<file path="src/design/expected_sarsa_q_table_agent_assert.svh">
// ----------------------------------------------------------------------------
// Expected-SARSA agent assertion macros
// Shared concurrent assertion forms used by the agent's modules.
// ----------------------------------------------------------------------------
`ifndef EXPECTED_SARSA_Q_TABLE_AGENT_ASSERT_SVH
`define EXPECTED_SARSA_Q_TABLE_AGENT_ASSERT_SVH

// same-cycle implication, checked out of reset
`define ESQA_ASSERT_NOW(lbl, ante, cons) \
  lbl: assert property (@(posedge clk) disable iff (!rst_n) (ante) |-> (cons)) \
    else $error("assertion failed");

// next-cycle implication, checked out of reset
`define ESQA_ASSERT_NEXT(lbl, ante, cons) \
  lbl: assert property (@(posedge clk) disable iff (!rst_n) (ante) |=> (cons)) \
    else $error("assertion failed");

`endif

</file>
<file path="src/design/esqa_pkg.sv">
// ----------------------------------------------------------------------------
// Expected-SARSA agent package
// Types and fixed constants shared by the agent's modules.
// ----------------------------------------------------------------------------
package esqa_pkg;

  localparam int QW = 32;   // Q16.16 value width
  localparam int RW = 17;   // Q1.16 rate width
  localparam int MW = 56;   // multiply accumulator width
  localparam int DW = 40;   // dividend width
  localparam int GW = MW - 16;

  localparam logic [RW-1:0] ONE_Q16 = 17'd65536;
  localparam int HALF_Q16 = 32768;
  localparam int EXPLORE_SCALE = 1000;

  localparam logic [1:0] KIND_CHOOSE = 2'd0;
  localparam logic [1:0] KIND_UPDATE = 2'd1;
  localparam logic [1:0] KIND_READ   = 2'd2;

  localparam logic REG_LEARN_RATE = 1'b0;
  localparam logic REG_DISCOUNT   = 1'b1;

  typedef enum logic {
    ALU_MUL,
    ALU_DIV
  } alu_op_t;

  typedef struct packed {
    logic    start;
    alu_op_t op;
  } alu_req_t;

  typedef struct packed {
    logic busy;
    logic done;
  } alu_sts_t;

  typedef enum logic [3:0] {
    ST_CLEAR,
    ST_IDLE,
    ST_WRAP,
    ST_SCAN,
    ST_READ,
    ST_CUR,
    ST_MUL1,
    ST_MUL2,
    ST_DIV,
    ST_MUL3,
    ST_MUL4,
    ST_WRITE,
    ST_DONE
  } state_t;

endpackage

</file>
<file path="src/design/esqa_alu.sv">
// ----------------------------------------------------------------------------
// Expected-SARSA shared arithmetic unit
// Bit-serial multiply-accumulate and byte-wise reciprocal divide by the action
// count.
// ----------------------------------------------------------------------------
`include "expected_sarsa_q_table_agent_assert.svh"

module esqa_alu #(
  parameter int ACTION_COUNT = 4
) (
  input  logic                           clk,
  input  logic                           rst_n,
  input  esqa_pkg::alu_req_t             req,
  input  logic signed [esqa_pkg::MW-1:0] opa,
  input  logic [esqa_pkg::RW-1:0]        opb,
  input  logic signed [esqa_pkg::MW-1:0] init,
  output esqa_pkg::alu_sts_t             sts,
  output logic signed [esqa_pkg::MW-1:0] res
);
  import esqa_pkg::*;

  localparam int CW    = $clog2(ACTION_COUNT);
  localparam int DG    = 8;
  localparam int VW    = CW + DG;
  localparam int PW    = 16 + DG;
  localparam int RECIP = (65536 + ACTION_COUNT - 1) / ACTION_COUNT;
  localparam int DSTEP = DW / DG;

  logic              busy_r, done_r;
  alu_op_t           op_r;
  logic [5:0]        cnt_r;
  logic signed [MW-1:0] acc_r, a_r;
  logic [RW-1:0]     b_r;
  logic [CW-1:0]     rem_r;
  logic [DW-1:0]     quo_r;
  logic [VW-1:0]     dvd;
  logic [PW-1:0]     prod;
  logic [DG-1:0]     qdig;
  logic [CW-1:0]     rdig;
  logic              last;

  // one quotient byte per step: partial remainder and next dividend byte
  assign dvd   = {rem_r, quo_r[DW-1 -: DG]};
  assign prod  = PW'(dvd) * PW'(RECIP);
  assign qdig  = prod[PW-1:16];
  assign rdig  = CW'(dvd - VW'(qdig) * VW'(ACTION_COUNT));
  assign last  = (op_r == ALU_MUL) ? (cnt_r == 6'(RW-1)) : (cnt_r == 6'(DSTEP-1));

  always_ff @(posedge clk) begin
    if (!rst_n) begin
      busy_r <= 1'b0;
      done_r <= 1'b0;
      cnt_r  <= '0;
      op_r   <= ALU_MUL;
    end else begin
      done_r <= 1'b0;
      if (req.start) begin
        busy_r <= 1'b1;
        cnt_r  <= '0;
        op_r   <= req.op;
      end else if (busy_r) begin
        cnt_r <= cnt_r + 6'd1;
        if (last) begin
          busy_r <= 1'b0;
          done_r <= 1'b1;
        end
      end
    end
  end

  always_ff @(posedge clk) begin
    if (req.start) begin
      acc_r <= init;
      a_r   <= opa;
      b_r   <= opb;
      quo_r <= opa[DW-1:0];
      rem_r <= '0;
    end else if (busy_r) begin
      if (op_r == ALU_MUL) begin
        if (b_r[0]) acc_r <= acc_r + a_r;
        a_r <= a_r <<< 1;
        b_r <= b_r >> 1;
      end else begin
        rem_r <= rdig;
        quo_r <= {quo_r[DW-DG-1:0], qdig};
      end
    end
  end

  assign sts.busy = busy_r;
  assign sts.done = done_r;
  assign res = (op_r == ALU_MUL) ? acc_r : $signed(MW'(quo_r));

  `ESQA_ASSERT_NEXT(a_start_busy, req.start, busy_r)
  `ESQA_ASSERT_NOW(a_no_restart, req.start, !busy_r)
  `ESQA_ASSERT_NEXT(a_done_idle, busy_r && last && !req.start, done_r && !busy_r)

endmodule

</file>
<file path="config.mk">
export PLATFORM = sky130hd
export DESIGN_NAME = esqa_alu
export DESIGN_NICKNAME = d
export VERILOG_FILES = /design/src/design/esqa_pkg.sv /design/src/design/esqa_alu.sv
export VERILOG_INCLUDE_DIRS = /design/src /design/src/design
export SDC_FILE = /design/constraint.sdc
export NUM_CORES = 1
export LEC_CHECK = 0
export BUFFER_PORTS_ARGS = -buffer_cell sky130_fd_sc_hd__buf_4
export CAP_MARGIN = 30
export CORE_ASPECT_RATIO = 0.6
export CORE_MARGIN = 5
export CORE_UTILIZATION = 58
export CTS_CLUSTER_SIZE = 10
export DETAILED_ROUTE_END_ITERATION = 10
export PLACE_DENSITY = 0.81
export SLEW_MARGIN = 20
export SYNTH_ARGS = -nofsm -noshare
export SYNTH_HDL_FRONTEND = slang
export SYNTH_SLANG_ARGS = --single-unit
</file>
<file path="constraint.sdc">
create_clock -name clk -period 19.25 [get_ports clk]
set_input_delay 2.8875 -clock clk [delete_from_list [all_inputs] [get_ports clk]]
set_output_delay 2.8875 -clock clk [all_outputs]
set_load 0.005 [all_outputs]
</file>
==> results.py, run 1 <==
metrics = {
    "die": {
        "initial_core_util_pct": 59.6,
        "fp.dieW_um": 191,
        "placeableCoreArea_mm2": 0.0192,
        "area_of_the_die_mm2": 0.0227,
        "chipHeight_um": 119,
        "count_of_pins_on_the_block_boundary": 191,
        "placement_rows": 39,
    },
    "setup_path": {
        "launch_point_of_the_worst_reg_to_reg_path": "a_r[0]",
        "startpoint": "req[1]",
        "endpoint_kind_of_the_worst_setup_timing_path": "flip-flop",
        "register_to_register_setup_slack_ns": 15.41,
        "cp.depth": 5,
        "r2r_end": "acc_r[48]",
        "timing.critical_path.from_type": "input port",
        "cp_data_arrival_time_ns": 5.35,
        "worst-path-buf-inv": 4,
        "critical_path.max_fanout": 141,
        "cp_cell_sequence": "buf_6 -> inv_1 -> o21ai_4 -> buf_4 -> buf_4",
        "worstSetupEndpoint": "a_r[52]",
        "worst_path_most_repeated_cell": "buf_4",
        "crit_slowest_cell": "buf_6",
        "cpPeakStageDelay_ns": 0.62,
        "worst_path_dominant_cell_family": "buffers and inverters",
        "setup_crit_path_kind": "input port to flip-flop",
        "endpoint_required_time_on_the_critical_path_ns": 19.33,
        "timing.reg2reg.worst_path_depth": 12,
    },
    "grt": {
        "grt_start_max_net_pins": 142,
        "number_of_global_route_vias_before_repair": 9076,
        "global_route_wire_length_before_repair_um": 51100,
        "grt_remaining_overflow": 0,
        "grt_antenna_before_repair": 1,
        "grt_usage_pct": 29.0,
    },
    "cts": {
        "tritoncts": "done",
        "worst_skew_pair.late_latency_ns": 0.44,
        "cts-buffers-inserted": 17,
        "cts_num_sinks": 180,
        "cts.root.buffer_cell": "clkbuf_16",
        "post_cts.resized_instances": 0,
        "clock_tree.htree_level_count": 4,
        "clk_pin_slew_worst_paths_ns": 0.07,
        "cts_setup_buffers": 0,
        "clock_path_buffers": 2,
        "cts_hold_repair.buffers": 0,
    },
    "cells_and_area": {
        "final_design_area_no_fill_mm2": 0.0135,
        "fin_nets": 1502,
        "num_antenna_cells": 0,
        "share_of_cells_above_drive_strength_1_pct": 24.2,
        "filler_cell_count": 1457,
        "area.growth.synth_to_final_pct": 18.0,
    },
    "placement": {
        "numPortBuffers": 190,
        "place_hpwl_um": 24300,
        "rd_place_congestion": 0.988,
        "placement.cell_area_mm2": 0.0129,
    },
    "logic_synthesis": {
        "synthXorXnorAreaFrac_pct": 3.83,
        "synth_seq_area_share_pct": 46.3,
        "adder_and_majority_cell_fraction_of_the_synthesized_area_pct": 6.41,
        "yosysWarningCount": 0,
        "yosys-mux-area-fraction_pct": 7.27,
        "post_synth_inst_count": 1160,
        "synth_cell_type_count": 73,
        "asyncSetResetFlopFracSynth_pct": 0,
        "ys_seq_elements": 180,
        "synth-simple-area-share_pct": 11.6,
        "syn-cell-area_mm2": 0.0114,
        "synth_compound_gate_area_share_pct": 18.0,
        "mean_area_per_synthesized_cell_um2": 9.85,
        "ys.flop_type": "edfxtp_1",
        "syn-num-nets": 1351,
        "synth_enable_flop_cells": 169,
        "combinational_family_with_the_most_area_after_synthesis": "compound AO/OA/AOI/OAI gates",
    },
    "timing": {
        "fin_tns_setup_ns": 0,
        "grt_setup_unrepaired": "false",
        "slew_violations": 0,
        "slew_headroom_pct": 41.2,
        "fin_crit_ns": 5.27,
        "hold-worst-slack_ns": 0.478,
        "worst-slew-pin-transition_ns": 0.881,
        "maxClockFrequency_ghz": 0.190,
        "final_min_period_over_clock_period_pct": 27.4,
        "finClkSkew_ns": 0.0101,
        "setup-violations-final": 0,
        "timing.final.hold_violations": 0,
    },
    "power": {
        "power.static_leakage_nw": 5.61,
        "power_per_unit_of_standard_cell_area_mw_per_mm2": 103,
        "power.ir.vdd_worst_v": 0.0000743,
    },
    "route": {
        "dr.first_iter.drc_count": 1289,
        "drc_errors": 0,
        "vias_per_cell": 6.07,
        "drt_first_pass_iters": 6,
        "num_vias": 9655,
        "detail_route.wirelength_um": 33200,
        "antenna_left": 0,
        "avgRoutedWirePerCell_um": 20.9,
    },
    "job": {
        "drv.max_cap_violation_count": 0,
    },
    "run_status": {
        "outcome": "complete, no violations",
    },
    "min_path": {
        "worst_hold_path_type": "flip-flop to flip-flop",
    },
}
[area by class of cell]
| class | count | area, um2 | area share (%) |
|---|---|---|---|
| tap | 266 | 333 | 2.47 |
| clock inverter | 15 | 171 | 1.27 |
| timing repair buffer | 198 | 1490 | 11.0 |
| clock buffer | 17 | 425 | 3.15 |
| multi-input combinational | 815 | 5410 | 40.1 |
| inverter | 99 | 372 | 2.75 |
| sequential | 180 | 5300 | 39.3 |
[how the worst min path moves through the flow]
stage	start	endpoint	slack (ns)	cells after the start
6_report	rem_r[0]	rem_r[0]	0.48	2
5_1_grt	rem_r[0]	rem_r[0]	0.48	2
4_1_cts	rem_r[0]	rem_r[0]	0.47	2
3_5_place_dp	rem_r[0]	rem_r[0]	0.45	2
3_3_place_gp	rem_r[0]	rem_r[0]	0.45	2
2_1_floorplan	rem_r[0]	rem_r[0]	0.44	2
[worst min-delay path, delay by kind of cell (launching register included)]
| kind | cells | cell delay, ns |
|---|---|---|
| flip-flops | 1 | 0.32 |
| AO/OA/AOI/OAI | 1 | 0.06 |
| AND/OR/NAND/NOR | 1 | 0.05 |
[flip-flops by register name, indices dropped and copies added, names as in the netlist, 2 cells and up]
name   cells
a_r       56
rem_r      2
quo_r     40
b_r       17
cnt_r      6
acc_r     56
[cell usage after synthesis (3+ instances only)]
library cell | number | area, um2
a21o_1 | 22 | 165
or4_1 | 3 | 22.5
inv_1 | 99 | 372
ha_1 | 57 | 713
xor2_1 | 25 | 219
nor4_1 | 5 | 31.3
buf_4 | 9 | 67.6
clkbuf_1 | 38 | 143
edfxtp_1 | 169 | 5070
o21bai_1 | 13 | 97.6
a211oi_1 | 8 | 60.1
and3_1 | 3 | 18.8
nand3_1 | 13 | 65.1
xnor2_1 | 25 | 219
nand2_1 | 147 | 552
dfxtp_1 | 11 | 220
o31ai_1 | 6 | 45.0
o21ai_0 | 164 | 821
a21boi_0 | 5 | 37.5
o21a_1 | 9 | 67.6
buf_6 | 9 | 101
buf_1 | 3 | 11.3
buf_2 | 5 | 25.0
o211ai_1 | 9 | 67.6
a31oi_1 | 5 | 31.3
nor3_1 | 14 | 70.1
nand2b_1 | 4 | 25.0
nor2b_1 | 20 | 125
nand4_1 | 18 | 113
and2_1 | 4 | 25.0
o211a_1 | 3 | 30.0
mux2_2 | 72 | 811
a21oi_1 | 76 | 380
nor2_1 | 41 | 154
[power breakdown]
part           switching, W  internal, W
Combinational      0.000290     0.000209
Clock              0.000170     0.000196
Sequential        0.0000322     0.000496
Total              0.000492     0.000900
[layer usage]
metal / GRT usage (%) / share of wire [%]
met4: 6.01 / 1.3
met1: 46.8 / 45
met5: 0 / 0
met3: 9.02 / 15
met2: 37.7 / 39
[stage by stage]
step,std cells,power (W),utilization (%),setup WS [ns]
after CTS,1589,0.00138,70.3,14.05
after detailed placement,1557,0.00101,67.2,13.59
after global placement,1557,0.00100,67.2,13.67
after floorplan,1160,0.000864,-,11.28
after global routing,1590,0.00146,70.4,13.74
final,1590,0.00139,70.4,13.98
[cell families after synthesis]
group,count (synthesis)
adder cells (fa/ha/maj),58
AO/OA/AOI/OAI,346
flip-flops,180
AND/OR/NAND/NOR,287
multiplexers,74
buffers and inverters,165
XOR/XNOR,50
[cells in the final DEF, fill, tap and decap left out, types with 17 or more instances in the layout]
master,count
buf_4,196
edfxtp_1,169
o21ai_0,163
nand2_1,147
inv_1,99
a21oi_1,76
mux2_2,72
ha_1,57
nor2_1,41
xor2_1,25
xnor2_1,25
a21o_1,22
nor2b_1,20
nand4_1,18
clkbuf_16,17
Note: power is estimated with default switching activity, not from simulation.
==> run 2, diff against run 1 <==
clock period = 5.4 ns   (was 19.25 ns; I/O delays follow)
==> results.py, run 2 (synthesis results as in run 1) <==
metrics = {
    "timing": {
        "grt_setup_unrepaired": "false",
        "slew_headroom_pct": 35.0,
        "slew_violations": 0,
        "setup-violations-final": 0,
        "crit_path_setup_slack_layout_ns": 1.75,
        "hold-worst-slack_ns": 0.479,
        "fin_tns_setup_ns": 0,
        "worst-slew-pin-transition_ns": 0.963,
        "maxClockFrequency_ghz": 0.274,
        "fin_crit_ns": 3.65,
        "final_min_period_over_clock_period_pct": 67.5,
        "finClkSkew_ns": 0.0102,
        "timing.final.hold_violations": 0,
    },
    "grt": {
        "global_route_wire_length_before_repair_um": 51400,
        "grt_remaining_overflow": 0,
        "grt_start_max_net_pins": 107,
        "number_of_global_route_vias_before_repair": 9133,
        "grt_antenna_before_repair": 2,
        "grt_usage_pct": 29.2,
    },
    "die": {
        "placement_rows": 39,
        "initial_core_util_pct": 59.6,
        "chipHeight_um": 119,
        "area_of_the_die_mm2": 0.0227,
        "count_of_pins_on_the_block_boundary": 191,
        "placeableCoreArea_mm2": 0.0192,
        "fp.dieW_um": 191,
    },
    "route": {
        "drc_errors": 0,
        "antenna_left": 0,
        "num_vias": 9752,
        "avgRoutedWirePerCell_um": 21.3,
        "detail_route.wirelength_um": 33900,
        "drt_first_pass_iters": 6,
        "dr.first_iter.drc_count": 1207,
        "vias_per_cell": 6.14,
    },
    "power": {
        "power.switching_w": 0.00170,
        "combinational_power_share_pct": 35.7,
        "pwr-share-seq_pct": 37.4,
        "power.static_leakage_nw": 5.63,
        "power_frac_clock_pct": 26.9,
        "cell_internal_pwr_w": 0.00333,
        "power.share.switching_pct": 33.9,
        "power.ir.vdd_worst_v": 0.000259,
        "power_per_unit_of_standard_cell_area_mw_per_mm2": 372,
    },
    "cells_and_area": {
        "util_after_layout_pct": 70.6,
        "post_layout_nonfiller_instances": 1589,
        "num_antenna_cells": 0,
        "mostFrequentLayoutCell": "buf_4",
        "biggestRegsByFlops": "a_r: 56 flops, acc_r: 56 flops, quo_r: 40 flops",
        "layout_common_cells": "buf_4 (195), edfxtp_1 (169), o21ai_0 (163)",
        "fin_nets": 1501,
        "area.growth.synth_to_final_pct": 18.4,
        "filler_cell_count": 1467,
        "share_of_cells_above_drive_strength_1_pct": 23.8,
    },
    "cts": {
        "clock_path_buffers": 2,
        "cts.root.buffer_cell": "clkbuf_16",
        "worst_skew_pair.late_latency_ns": 0.44,
        "cts_hold_repair.buffers": 0,
        "clock_tree.htree_level_count": 4,
        "cts-buffers-inserted": 17,
        "tritoncts": "done",
        "post_cts.resized_instances": 0,
        "clk_pin_slew_worst_paths_ns": 0.07,
        "cts_num_sinks": 180,
        "cts_setup_buffers": 0,
    },
    "setup_path": {
        "register_to_register_setup_slack_ns": 1.75,
        "timing.critical_path.from_type": "flip-flop",
        "cp_data_arrival_time_ns": 3.81,
        "setup_crit_path_kind": "flip-flop to flip-flop",
        "launch_point_of_the_worst_reg_to_reg_path": "acc_r[0]",
        "timing.reg2reg.worst_path_depth": 12,
        "endpoint_required_time_on_the_critical_path_ns": 5.56,
        "critical_path.max_fanout": 3,
        "endpoint_kind_of_the_worst_setup_timing_path": "flip-flop",
        "r2r_end": "acc_r[54]",
        "startpoint": "acc_r[0]",
        "worstSetupEndpoint": "acc_r[54]",
    },
    "placement": {
        "detailedPlace.worstSlack_ns": 1.84,
        "dp_cells": 1556,
        "place_hpwl_um": 25100,
        "rd_place_congestion": 0.990,
        "numPortBuffers": 190,
    },
    "min_path": {
        "worst_hold_path_type": "flip-flop to flip-flop",
    },
    "job": {
        "drv.max_cap_violation_count": 0,
    },
    "run_status": {
        "outcome": "complete, no violations",
    },
}
-- run 2: power groups by stage --
stage               Combinational (W)  Clock [W]  Sequential, W
floorplan                     0.00122          0        0.00185
CTS                           0.00175    0.00135        0.00188
finish                        0.00180    0.00135        0.00188
global route                  0.00195    0.00141        0.00190
detailed placement            0.00173          0        0.00190
global placement              0.00169          0        0.00189
-- run 2: final cells by class --
class / instances / area (um2) / area share [%]
Multi-Input combinational cell: 815 / 5410 / 40.0
Sequential cell: 180 / 5300 / 39.1
Timing Repair Buffer: 197 / 1500 / 11.1
Clock buffer: 20 / 437 / 3.23
Inverter: 99 / 372 / 2.75
Tap cell: 266 / 333 / 2.46
Clock inverter: 12 / 185 / 1.37
-- run 2: metrics by stage --
| stage | instance area, um2 | power [W] |
|---|---|---|
| floorplan | 11400 | 0.00308 |
| global placement | 12900 | 0.00359 |
| detailed placement | 12900 | 0.00363 |
| CTS | 13500 | 0.00498 |
| global route | 13500 | 0.00526 |
| finish | 13500 | 0.00503 |
-- run 2: how the worst min path moves through the flow --
stage / startpoint / to / slack, ns / cells past startpoint
finish: rem_r[0] / rem_r[0] / 0.48 / 2
global route: rem_r[0] / rem_r[0] / 0.50 / 2
CTS: rem_r[0] / rem_r[0] / 0.47 / 2
detailed placement: rem_r[0] / rem_r[0] / 0.47 / 2
global placement: rem_r[0] / rem_r[0] / 0.45 / 2
floorplan: rem_r[0] / rem_r[0] / 0.44 / 2
-- run 2: worst max-delay path: stages, from the launching register on --
cell      delay [ns]
edfxtp_1        0.37
ha_1            0.21
inv_1           0.07
fa_1            0.41
nand2b_1        0.19
a21oi_1         0.28
o21ai_0         0.21
nand3_1         0.14
a21oi_1         0.14
o41ai_1         0.87
a211oi_1        0.23
xor2_1          0.17
o21ai_0         0.08
-- run 2: layer usage --
| layer | track usage, % | vias to the layer above | wire, um | part of all wire [%] |
|---|---|---|---|---|
| met2 | 37.1 | 634 | 13100 | 39 |
| met5 | 0 | - | 0 | 0 |
| met1 | 46.1 | 4590 | 15400 | 45 |
| met3 | 12.3 | 41 | 4950 | 15 |
| li1 | - | 4487 | - | - |
| met4 | 5.78 | 0 | 441 | 1.3 |
